--- src/rtl/assert_macros.svh ---
// Assertion macros shared by the unpacker RTL.
// Clock and reset names are those used throughout the block.
`ifndef ASSERT_MACROS_SVH
`define ASSERT_MACROS_SVH

// Checked only while out of reset.
`define FCU_ASSERT(lbl, prop, msg) \
  lbl: assert property (@(posedge clk_i) disable iff (!rst_ni) (prop)) else $error(msg);

// Checked at every edge, reset included.
`define FCU_ASSERT_ALWAYS(lbl, prop, msg) \
  lbl: assert property (@(posedge clk_i) (prop)) else $error(msg);

`endif

--- src/rtl/fcu_pkg.sv ---
// ----------------------------------------------------------------------------
// fcu_pkg
// Types and constants shared by the fixed-length code unpacker.
// ----------------------------------------------------------------------------
package fcu_pkg;

  localparam int unsigned SymW   = 7;   // symbol width
  localparam int unsigned WidthW = 4;   // code width field
  localparam int unsigned CountW = 7;   // entry count field
  localparam int unsigned BufW   = 15;  // longest code held
  localparam int unsigned HeldW  = 4;

  localparam logic [HeldW-1:0] HdrBits = 4'd11;
  localparam logic [HeldW-1:0] SymBits = 4'd7;
  localparam logic [WidthW-1:0] MaxTableWidth = 4'd7;

  // Parser to table requests, one cycle each
  typedef struct packed {
    logic            clr;       // drop all valid marks
    logic            wr_en;
    logic [SymW-1:0] wr_code;
    logic [SymW-1:0] wr_sym;
    logic            rd_en;     // a data code is complete
    logic            rd_wide;   // code wider than a table index
    logic [SymW-1:0] rd_code;
    logic            rd_last;   // last code this group can complete
  } tbl_req_t;

endpackage

--- src/rtl/fcu_parser.sv ---
// ----------------------------------------------------------------------------
// fcu_parser
// Bit-serial stream parser: header, table entries, then data codes.
// ----------------------------------------------------------------------------
`include "assert_macros.svh"

module fcu_parser #(
  parameter int unsigned GROUP_BITS = 7
) (
  input  logic                  clk_i,
  input  logic                  rst_ni,
  input  logic                  in_valid_i,
  output logic                  in_stall_o,
  input  logic [GROUP_BITS-1:0] group_bits_i,
  input  logic                  first_group_i,
  input  logic                  out_free_i,
  output fcu_pkg::tbl_req_t     req_o
);
  import fcu_pkg::*;

  localparam int unsigned CntW = $clog2(GROUP_BITS + 1);

  localparam logic [1:0] PH_HEADER = 2'd0;
  localparam logic [1:0] PH_SYMBOL = 2'd1;
  localparam logic [1:0] PH_CODE   = 2'd2;
  localparam logic [1:0] PH_DATA   = 2'd3;

  logic [GROUP_BITS-1:0] grp_q, grp_d;
  logic [CntW-1:0]       cnt_q, cnt_d;
  logic [BufW-1:0]       buf_q, buf_d;
  logic [HeldW-1:0]      held_q, held_d;
  logic [1:0]            phase_q, phase_d;
  logic [WidthW-1:0]     width_q, width_d;
  logic [CountW-1:0]     entries_q, entries_d;
  logic [SymW-1:0]       pend_q, pend_d;

  logic [BufW-1:0]   buf_n;
  logic [HeldW-1:0]  held_n;
  logic [BufW-1:0]   code;
  logic [CntW-1:0]   rem;
  logic [CountW-1:0] entries_m1;
  logic              needs_out;
  logic              do_step;
  logic              accept;

  always_comb begin
    buf_n      = {buf_q[BufW-2:0], grp_q[GROUP_BITS-1]};
    held_n     = held_q + 4'd1;
    code       = buf_n & ~({BufW{1'b1}} << width_q);
    rem        = cnt_q - CntW'(1);
    entries_m1 = entries_q - 7'd1;
    needs_out  = (phase_q == PH_DATA) && (width_q != '0) && (held_n >= width_q);
    do_step    = (cnt_q != '0) && (!needs_out || out_free_i);
    in_stall_o = (cnt_q > CntW'(1)) || ((cnt_q == CntW'(1)) && !do_step);
    accept     = in_valid_i && !in_stall_o;

    grp_d     = grp_q;
    cnt_d     = cnt_q;
    buf_d     = buf_q;
    held_d    = held_q;
    phase_d   = phase_q;
    width_d   = width_q;
    entries_d = entries_q;
    pend_d    = pend_q;
    req_o     = '0;

    if (do_step) begin
      grp_d  = grp_q << 1;
      cnt_d  = rem;
      buf_d  = buf_n;
      held_d = held_n;
      unique case (phase_q)
        PH_HEADER: begin
          if (held_n >= HdrBits) begin
            width_d   = buf_n[10:7];
            entries_d = buf_n[6:0];
            phase_d   = (buf_n[6:0] != '0) ? PH_SYMBOL : PH_DATA;
            buf_d     = '0;
            held_d    = '0;
          end
        end
        PH_SYMBOL: begin
          if (held_n >= SymBits) begin
            pend_d  = buf_n[6:0];
            buf_d   = '0;
            held_d  = '0;
            phase_d = PH_CODE;
            if (width_q == '0) begin
              // zero width: entry takes only its symbol and loads entry 0
              req_o.wr_en   = 1'b1;
              req_o.wr_code = '0;
              req_o.wr_sym  = buf_n[6:0];
              entries_d     = entries_m1;
              phase_d       = (entries_m1 != '0) ? PH_SYMBOL : PH_DATA;
            end
          end
        end
        PH_CODE: begin
          if (held_n >= width_q) begin
            req_o.wr_en   = (width_q <= MaxTableWidth);
            req_o.wr_code = code[6:0];
            req_o.wr_sym  = pend_q;
            entries_d     = entries_m1;
            phase_d       = (entries_m1 != '0) ? PH_SYMBOL : PH_DATA;
            buf_d         = '0;
            held_d        = '0;
          end
        end
        default: begin
          if (width_q == '0) begin
            buf_d  = '0;
            held_d = '0;
          end else if (held_n >= width_q) begin
            req_o.rd_en   = 1'b1;
            req_o.rd_wide = (width_q > MaxTableWidth);
            req_o.rd_code = code[6:0];
            // no later code fits in what is left of the group
            req_o.rd_last = (WidthW + CntW)'(rem) < (WidthW + CntW)'(width_q);
            buf_d         = '0;
            held_d        = '0;
          end
        end
      endcase
    end

    if (accept) begin
      grp_d = group_bits_i;
      cnt_d = CntW'(GROUP_BITS);
      if (first_group_i) begin
        req_o.clr = 1'b1;
        buf_d     = '0;
        held_d    = '0;
        phase_d   = PH_HEADER;
        width_d   = '0;
        entries_d = '0;
        pend_d    = '0;
      end
    end
  end

  always_ff @(posedge clk_i or negedge rst_ni) begin
    if (!rst_ni) begin
      cnt_q     <= '0;
      buf_q     <= '0;
      held_q    <= '0;
      phase_q   <= PH_HEADER;
      width_q   <= '0;
      entries_q <= '0;
      pend_q    <= '0;
    end else begin
      cnt_q     <= cnt_d;
      buf_q     <= buf_d;
      held_q    <= held_d;
      phase_q   <= phase_d;
      width_q   <= width_d;
      entries_q <= entries_d;
      pend_q    <= pend_d;
    end
  end

  always_ff @(posedge clk_i) begin
    grp_q <= grp_d;
  end

  `FCU_ASSERT(a_no_rd_wr_mix, !(req_o.rd_en && req_o.wr_en), "table read and write together")
  `FCU_ASSERT(a_idle_takes, (cnt_q == '0) |-> !in_stall_o, "stalled with no bits left")
  `FCU_ASSERT(a_restart, req_o.clr |=> (phase_q == PH_HEADER && held_q == '0), "restart missed")

endmodule

--- src/rtl/fcu_lookup.sv ---
// ----------------------------------------------------------------------------
// fcu_lookup
// Code-to-symbol table memory, valid marks and the output word register.
// ----------------------------------------------------------------------------
`include "assert_macros.svh"

module fcu_lookup #(
  parameter int unsigned TABLE_DEPTH = 128
) (
  input  logic              clk_i,
  input  logic              rst_ni,
  input  fcu_pkg::tbl_req_t req_i,
  output logic              out_free_o,
  output logic              out_valid_o,
  input  logic              out_stall_i,
  output logic [6:0]        symbol_o,
  output logic              code_known_o,
  output logic              last_of_group_o
);
  import fcu_pkg::*;

  localparam int unsigned AW = $clog2(TABLE_DEPTH);

  logic [SymW-1:0]        tbl_mem [TABLE_DEPTH];
  logic [TABLE_DEPTH-1:0] valid_q;
  logic [SymW-1:0]        rdata_q;
  logic                   out_valid_q;
  logic                   known_q;
  logic                   last_q;

  logic          wr_hit;
  logic          rd_in_range;
  logic          rd_known;
  logic [AW-1:0] wr_addr;
  logic [AW-1:0] rd_addr;

  assign wr_addr     = req_i.wr_code[AW-1:0];
  assign rd_addr     = req_i.rd_code[AW-1:0];
  assign wr_hit      = req_i.wr_en && ({1'b0, req_i.wr_code} < 8'(TABLE_DEPTH));
  assign rd_in_range = {1'b0, req_i.rd_code} < 8'(TABLE_DEPTH);
  assign rd_known    = req_i.rd_en && !req_i.rd_wide && rd_in_range && valid_q[rd_addr];

  // Read data register doubles as the output symbol; it only moves on a read.
  always_ff @(posedge clk_i) begin
    if (wr_hit) begin
      tbl_mem[wr_addr] <= req_i.wr_sym;
    end
    if (rd_known) begin
      rdata_q <= tbl_mem[rd_addr];
    end
  end

  always_ff @(posedge clk_i or negedge rst_ni) begin
    if (!rst_ni) begin
      valid_q <= '0;
    end else if (req_i.clr) begin
      valid_q <= '0;
    end else if (wr_hit) begin
      valid_q[wr_addr] <= 1'b1;
    end
  end

  always_ff @(posedge clk_i or negedge rst_ni) begin
    if (!rst_ni) begin
      out_valid_q <= 1'b0;
    end else if (req_i.rd_en) begin
      out_valid_q <= 1'b1;
    end else if (!out_stall_i) begin
      out_valid_q <= 1'b0;
    end
  end

  always_ff @(posedge clk_i) begin
    if (req_i.rd_en) begin
      known_q <= rd_known;
      last_q  <= req_i.rd_last;
    end
  end

  assign out_free_o      = !out_valid_q || !out_stall_i;
  assign out_valid_o     = out_valid_q;
  assign code_known_o    = known_q;
  assign last_of_group_o = last_q;
  assign symbol_o        = known_q ? rdata_q : '0;

  `FCU_ASSERT(a_no_overwrite, !(req_i.rd_en && out_valid_q && out_stall_i), "word overwritten")
  `FCU_ASSERT(a_rd_lands, req_i.rd_en |=> out_valid_o, "lookup result lost")
  `FCU_ASSERT(a_unknown_zero, (out_valid_o && !code_known_o) |-> (symbol_o == '0), "bad symbol")

endmodule

--- src/rtl/fixed_length_code_unpacker_core.sv ---
// ----------------------------------------------------------------------------
// fixed_length_code_unpacker_core
// Parses a header and a code table from a packed bit stream, then decodes
// each later fixed-length code to its symbol.
// ----------------------------------------------------------------------------
//  channel | direction | handshake             | word
//  --------+-----------+-----------------------+-------------------------------
//  in      | input     | in_valid_i/in_stall_o | group_bits_i, first_group_i
//  out     | output    | out_valid_o/out_stall_i | symbol_o, code_known_o,
//          |           |                       | last_of_group_o
//
//  One stream bit is parsed per cycle unless a completed code waits on a stalled
//  output, and the next group is taken in the cycle its last bit is parsed.
//  A decoded code reads the table memory and appears in the output register
//  the cycle after its last bit.
//  A stalled output holds the bit that completes the next code.
//  Reset clears the parser and all valid marks; no clearing pass is needed.
// ----------------------------------------------------------------------------
module fixed_length_code_unpacker_core #(
  parameter int unsigned TABLE_DEPTH = 128,
  parameter int unsigned GROUP_BITS  = 7
) (
  input  logic                  clk_i,
  input  logic                  rst_ni,
  input  logic                  in_valid_i,
  output logic                  in_stall_o,
  input  logic [GROUP_BITS-1:0] group_bits_i,
  input  logic                  first_group_i,
  output logic                  out_valid_o,
  input  logic                  out_stall_i,
  output logic [6:0]            symbol_o,
  output logic                  code_known_o,
  output logic                  last_of_group_o
);
  import fcu_pkg::*;

  tbl_req_t req;
  logic     out_free;

  fcu_parser #(
    .GROUP_BITS(GROUP_BITS)
  ) u_parser (
    .clk_i        (clk_i),
    .rst_ni       (rst_ni),
    .in_valid_i   (in_valid_i),
    .in_stall_o   (in_stall_o),
    .group_bits_i (group_bits_i),
    .first_group_i(first_group_i),
    .out_free_i   (out_free),
    .req_o        (req)
  );

  fcu_lookup #(
    .TABLE_DEPTH(TABLE_DEPTH)
  ) u_lookup (
    .clk_i          (clk_i),
    .rst_ni         (rst_ni),
    .req_i          (req),
    .out_free_o     (out_free),
    .out_valid_o    (out_valid_o),
    .out_stall_i    (out_stall_i),
    .symbol_o       (symbol_o),
    .code_known_o   (code_known_o),
    .last_of_group_o(last_of_group_o)
  );

endmodule
--- config.mk ---
export PLATFORM = sky130hd
export DESIGN_NAME = fixed_length_code_unpacker_core
export DESIGN_NICKNAME = d
export VERILOG_FILES = /design/src/rtl/fcu_pkg.sv /design/src/rtl/fcu_parser.sv /design/src/rtl/fcu_lookup.sv /design/src/rtl/fixed_length_code_unpacker_core.sv
export VERILOG_INCLUDE_DIRS = /design/src /design/src/rtl
export SDC_FILE = /design/constraint.sdc
export NUM_CORES = 2
export LEC_CHECK = 0
export ABC_AREA = 1
export BUFFER_PORTS_ARGS = -buffer_cell sky130_fd_sc_hd__buf_4
export CAP_MARGIN = 20
export CELL_PAD_IN_SITES_DETAIL_PLACEMENT = 2
export CELL_PAD_IN_SITES_GLOBAL_PLACEMENT = 2
export CORE_MARGIN = 1.5
export CORE_UTILIZATION = 35
export CTS_CLUSTER_DIAMETER = 200
export DETAILED_ROUTE_END_ITERATION = 6
export PLACE_DENSITY_LB_ADDON = 0.1
export SLEW_MARGIN = 20
export SYNTH_ARGS = -nofsm -noshare
export SYNTH_HDL_FRONTEND = slang
export SYNTH_SLANG_ARGS = --single-unit
--- constraint.sdc ---
create_clock -name clk_i -period 16.05 [get_ports clk_i]
set_input_delay 1.605 -clock clk_i [delete_from_list [all_inputs] [get_ports clk_i]]
set_output_delay 1.605 -clock clk_i [all_outputs]
set_load 0.02 [all_outputs]
==> parameters.txt <==
Parameter                              Value

Global routing
  All-layer global routing usage ... 23.4%
  Vias in the first global route ... 34800
  Initial antenna violation count ... 1
  Largest net degree at the start of global routing ... 176
  Total global routing overflow ... 0
  First-pass GRT wire length ... 230000 um

Timing
  Max_slew headroom ... 23.2%
  Period utilization ... 40.0%
  Final-report max-slew violation count ... 0
  Time the worst path needs with I/O delays and setup ... 6420 ps
  Setup repair after global routing missed its margin ... false
  Worst-case clock skew ... 25.9 ps
  Final hold vios ... 0
  Total setup violations reported at the end of the flow ... 0
  Worst hold slack across all endpoints ... 497 ps
  Highest achievable clock rate ... 0.156 GHz
  Transition time at the pin with the least slew margin ... 1150 ps
  Post-Route Setup TNS ... 0 ps

Drt
  Final wirelength ... 154000 um
  Via/cell ratio ... 5.28
  First drt pass iteration count ... 7
  Via Count ... 32100
  Number of remaining DRC errors ... 0
  Post-route ant nets ... 0
  Average wire per standard cell ... 25.3 um
  Starting DRC count in detailed routing ... 2075

Critical path
  Required time reported for the critical path endpoint ... 16430 ps
  Crit path max fanout ... 133
  Endpoint class of the critical path ... flop
  Data arrival time of the critical path ... 6800 ps
  Startpoint class of the critical path ... flop
  Critical Setup Path Class ... flop to flop

Placement
  Number of buffers added on ports ... 22
  Hpwl dp ... 90200 um
  Weighted congestion reported at the end of routability-driven placement ... 0.748

Final layout
  Layout Nets ... 4271
  Sequential cell area in the final layout ... 31500 um^2
  Fraction of the core area covered by cells at the end of the flow ... 39.9%
  Fraction of layout cells with a size suffix above 1 ... 7.60%
  Area of combinational cells with multiple inputs ... 12000 um^2
  Final-layout fill cell count ... 13700
  Layout area overhead ... 12.7%

Clock network
  Hold_buf cts ... 0
  Clock transition at path regs ... 60 ps
  H-tree level count ... 4
  Clock tree from TritonCTS ... yes
  Quantity of gates resized following cts ... 0
  Clock net sink count ... 1078
  Longest Clk Path Bufs ... 3
  Clock latency on the worst-skew pair ... 770 ps
  Root Buffer ... sky130_fd_sc_hd__clkbuf_16
  Number of buffers inserted to repair setup after CTS ... 0
  Number of clock buffers inserted by TritonCTS ... 130

Floorplanning
  Placeable core region ... 130000 um^2
  Starting Density ... 35.4%
  Floorplan die width ... 365 um
  Number of primary I/O pins ... 23
  FP Rows ... 132
  Total Die Area ... 133000 um^2
  Die Height ... 365 um

Pwr
  Overall power ... 6.73 mW
  Peak supply drop ... 0.000113 V
  Total power divided by cell area ... 130 nW/um^2
  Leakage dissipation ... 20.0 nW

Logic synthesis
  Summed instance area of the synthesized netlist ... 45900 um^2
  Synth Area per Inst ... 10.7 um^2
  Number of flops mapped to enable cells by yosys ... 912
  Main area contributors after synthesis ... sky130_fd_sc_hd__edfxtp_1, sky130_fd_sc_hd__nand3_1, sky130_fd_sc_hd__nand2_1
  Cell taking the most area after synthesis ... sky130_fd_sc_hd__edfxtp_1
  Share of Yosys cell area claimed by the top area cell type ... 59.6%
  Synthesized net count ... 4309
  Primary FF master, synth ... sky130_fd_sc_hd__edfxtp_1
  Synth Register Bits ... 1078
  Warnings from Yosys ... 0
  Distinct cells, synth ... 40
  Async set or reset register ratio after synthesis ... 15.4%
  Sequential area share after synthesis ... 68.7%
  Gate Count Post-Synth ... 4279

Run
  Number of maximum-capacitance violations ... 0

Hold path
  Worst hold path type ... flop to flop

Outcome
  Outcome ... finished, final reports clean
==> layout by cell type, fill, tap and decap left out, drive strengths merged, types with 18 or more instances in the layout <==
cell and n:
a21oi 115, dfrtp 166, inv 346, clkbuf 184, buf 78, clkinv 42, o211ai 18, o21ai 42
nor2 137, edfxtp 912, nand2 1223, ha 18, nand3 1001
==> routing by layer <==
layer | routed length (um) | global-route usage, % | vias to the layer above
li1 | - | - | 14600
met1 | 70500 | 31.9 | 16800
met2 | 73400 | 38.3 | 539
met3 | 5450 | 3.31 | 225
met4 | 4280 | 7.68 | 0
met5 | 0 | 0 | -
==> Yosys cell counts, types with 2 or more instances <==
cell type,instances
sky130_fd_sc_hd__nand2_1,1218
sky130_fd_sc_hd__nand3_1,998
sky130_fd_sc_hd__edfxtp_1,912
sky130_fd_sc_hd__inv_1,325
sky130_fd_sc_hd__dfrtp_1,166
sky130_fd_sc_hd__a21oi_1,114
sky130_fd_sc_hd__nor2_1,103
sky130_fd_sc_hd__buf_2,101
sky130_fd_sc_hd__clkbuf_1,80
sky130_fd_sc_hd__buf_1,43
sky130_fd_sc_hd__o21ai_0,42
sky130_fd_sc_hd__ha_1,18
sky130_fd_sc_hd__o211ai_1,18
sky130_fd_sc_hd__nor2_2,17
sky130_fd_sc_hd__nor2_4,17
sky130_fd_sc_hd__inv_2,16
sky130_fd_sc_hd__o22ai_1,14
sky130_fd_sc_hd__buf_4,13
sky130_fd_sc_hd__buf_6,12
sky130_fd_sc_hd__a22oi_1,6
sky130_fd_sc_hd__mux2_2,6
sky130_fd_sc_hd__nand2_2,5
sky130_fd_sc_hd__nand4_1,5
sky130_fd_sc_hd__nor3_1,5
sky130_fd_sc_hd__nand3_2,3
sky130_fd_sc_hd__xnor2_1,3
sky130_fd_sc_hd__xor2_1,3
sky130_fd_sc_hd__a32o_1,2
sky130_fd_sc_hd__clkinv_1,2
sky130_fd_sc_hd__or2_2,2
==> report_power, final <==
group	leakage [nW]	total, mW	switching, mW	internal (mW)
logic	8.06	0.659	0.451	0.208
registers	10.0	3.22	0.0522	3.17
clock network	1.98	2.85	1.19	1.66
total	20.0	6.73	1.70	5.03
==> sequential cells by signal, indices dropped and copies added, names as in the netlist <==
register	count
u_lookup.code_known_o	1
u_lookup.last_of_group_o	1
u_lookup.out_valid_o	1
u_lookup.rdata_q	7
u_lookup.tbl_mem	896
u_lookup.valid_q	128
u_parser.buf_q	10
u_parser.cnt_q	3
u_parser.entries_q	7
u_parser.grp_q	7
u_parser.held_q	4
u_parser.pend_q	7
u_parser.phase_q	2
u_parser.width_q	4
==> logic make-up (layout without fill, tap and decap cells) <==
logic type | after synthesis | count (layout) | synth area share (%)
AND/OR/NAND/NOR | 2376 | 2376 | 22.7
other | 0 | 2 | 0
flip-flops | 1078 | 1078 | 68.7
XOR/XNOR | 6 | 6 | 0.114
multiplexers | 6 | 6 | 0.147
AO/OA/AOI/OAI | 203 | 203 | 2.45
buffers and inverters | 592 | 656 | 5.42
adder cells (fa/ha/maj) | 18 | 18 | 0.490
==> worst max-delay path, cell delays in order (launching register included) <==
cell and delay [ps]:
sky130_fd_sc_hd__dfrtp_1 410, sky130_fd_sc_hd__ha_1 220, sky130_fd_sc_hd__xnor2_1 140, sky130_fd_sc_hd__inv_1 110
sky130_fd_sc_hd__ha_1 300, sky130_fd_sc_hd__nand2_1 60, sky130_fd_sc_hd__clkinv_1 40, sky130_fd_sc_hd__nand2_1 50
sky130_fd_sc_hd__nand3_2 210, sky130_fd_sc_hd__nand2_2 110, sky130_fd_sc_hd__nor2_4 430, sky130_fd_sc_hd__nand3_4 800
sky130_fd_sc_hd__inv_8 950, sky130_fd_sc_hd__buf_12 540, sky130_fd_sc_hd__a21oi_1 80, sky130_fd_sc_hd__o21ai_0 100
sky130_fd_sc_hd__a21oi_1 80, sky130_fd_sc_hd__nor2_1 190, sky130_fd_sc_hd__nor2_1 70, sky130_fd_sc_hd__nor2_1 260
sky130_fd_sc_hd__nor2_1 110, sky130_fd_sc_hd__nor2_1 550
==> worst paths after layout <==
path | start | to | slack [ps] | cells past startpoint
worst max-delay path | u_parser.held_q[0] | u_lookup.rdata_q[5] | 9630 | 21
worst min-delay path | u_lookup.valid_q[31] | u_lookup.valid_q[31] | 500 | 2
worst max register to register | u_parser.held_q[0] | u_lookup.rdata_q[5] | 9630 | 21
worst min register to register | u_lookup.valid_q[31] | u_lookup.valid_q[31] | 500 | 2
max in group asynchronous | rst_ni | u_lookup.valid_q[45] | 13800 | 2
min in group asynchronous | rst_ni | u_parser.held_q[0] | 830 | 1
==> area by class of cell <==
class,count,share of cell area (%)
Sequential cell,1078,60.9
Multi-Input combinational cell,2609,23.2
Clock buffer,183,7.01
Tap cell,1742,4.21
Inverter,343,2.53
Timing Repair Buffer,79,1.27
Clock inverter,51,0.853
Antenna cell,2,0.00967
==> metrics by stage <==
step / instances / setup WS (ps) / cell area, um^2
floorplan: 4279 / 7500 / 45900
global placement: 5850 / 9490 / 47700
detailed placement: 5850 / 9470 / 47700
CTS: 6084 / 9450 / 51700
global route: 6085 / 9050 / 51800
finish: 6087 / 9630 / 51800
No activity file was read; power rests on OpenSTA's default activity.
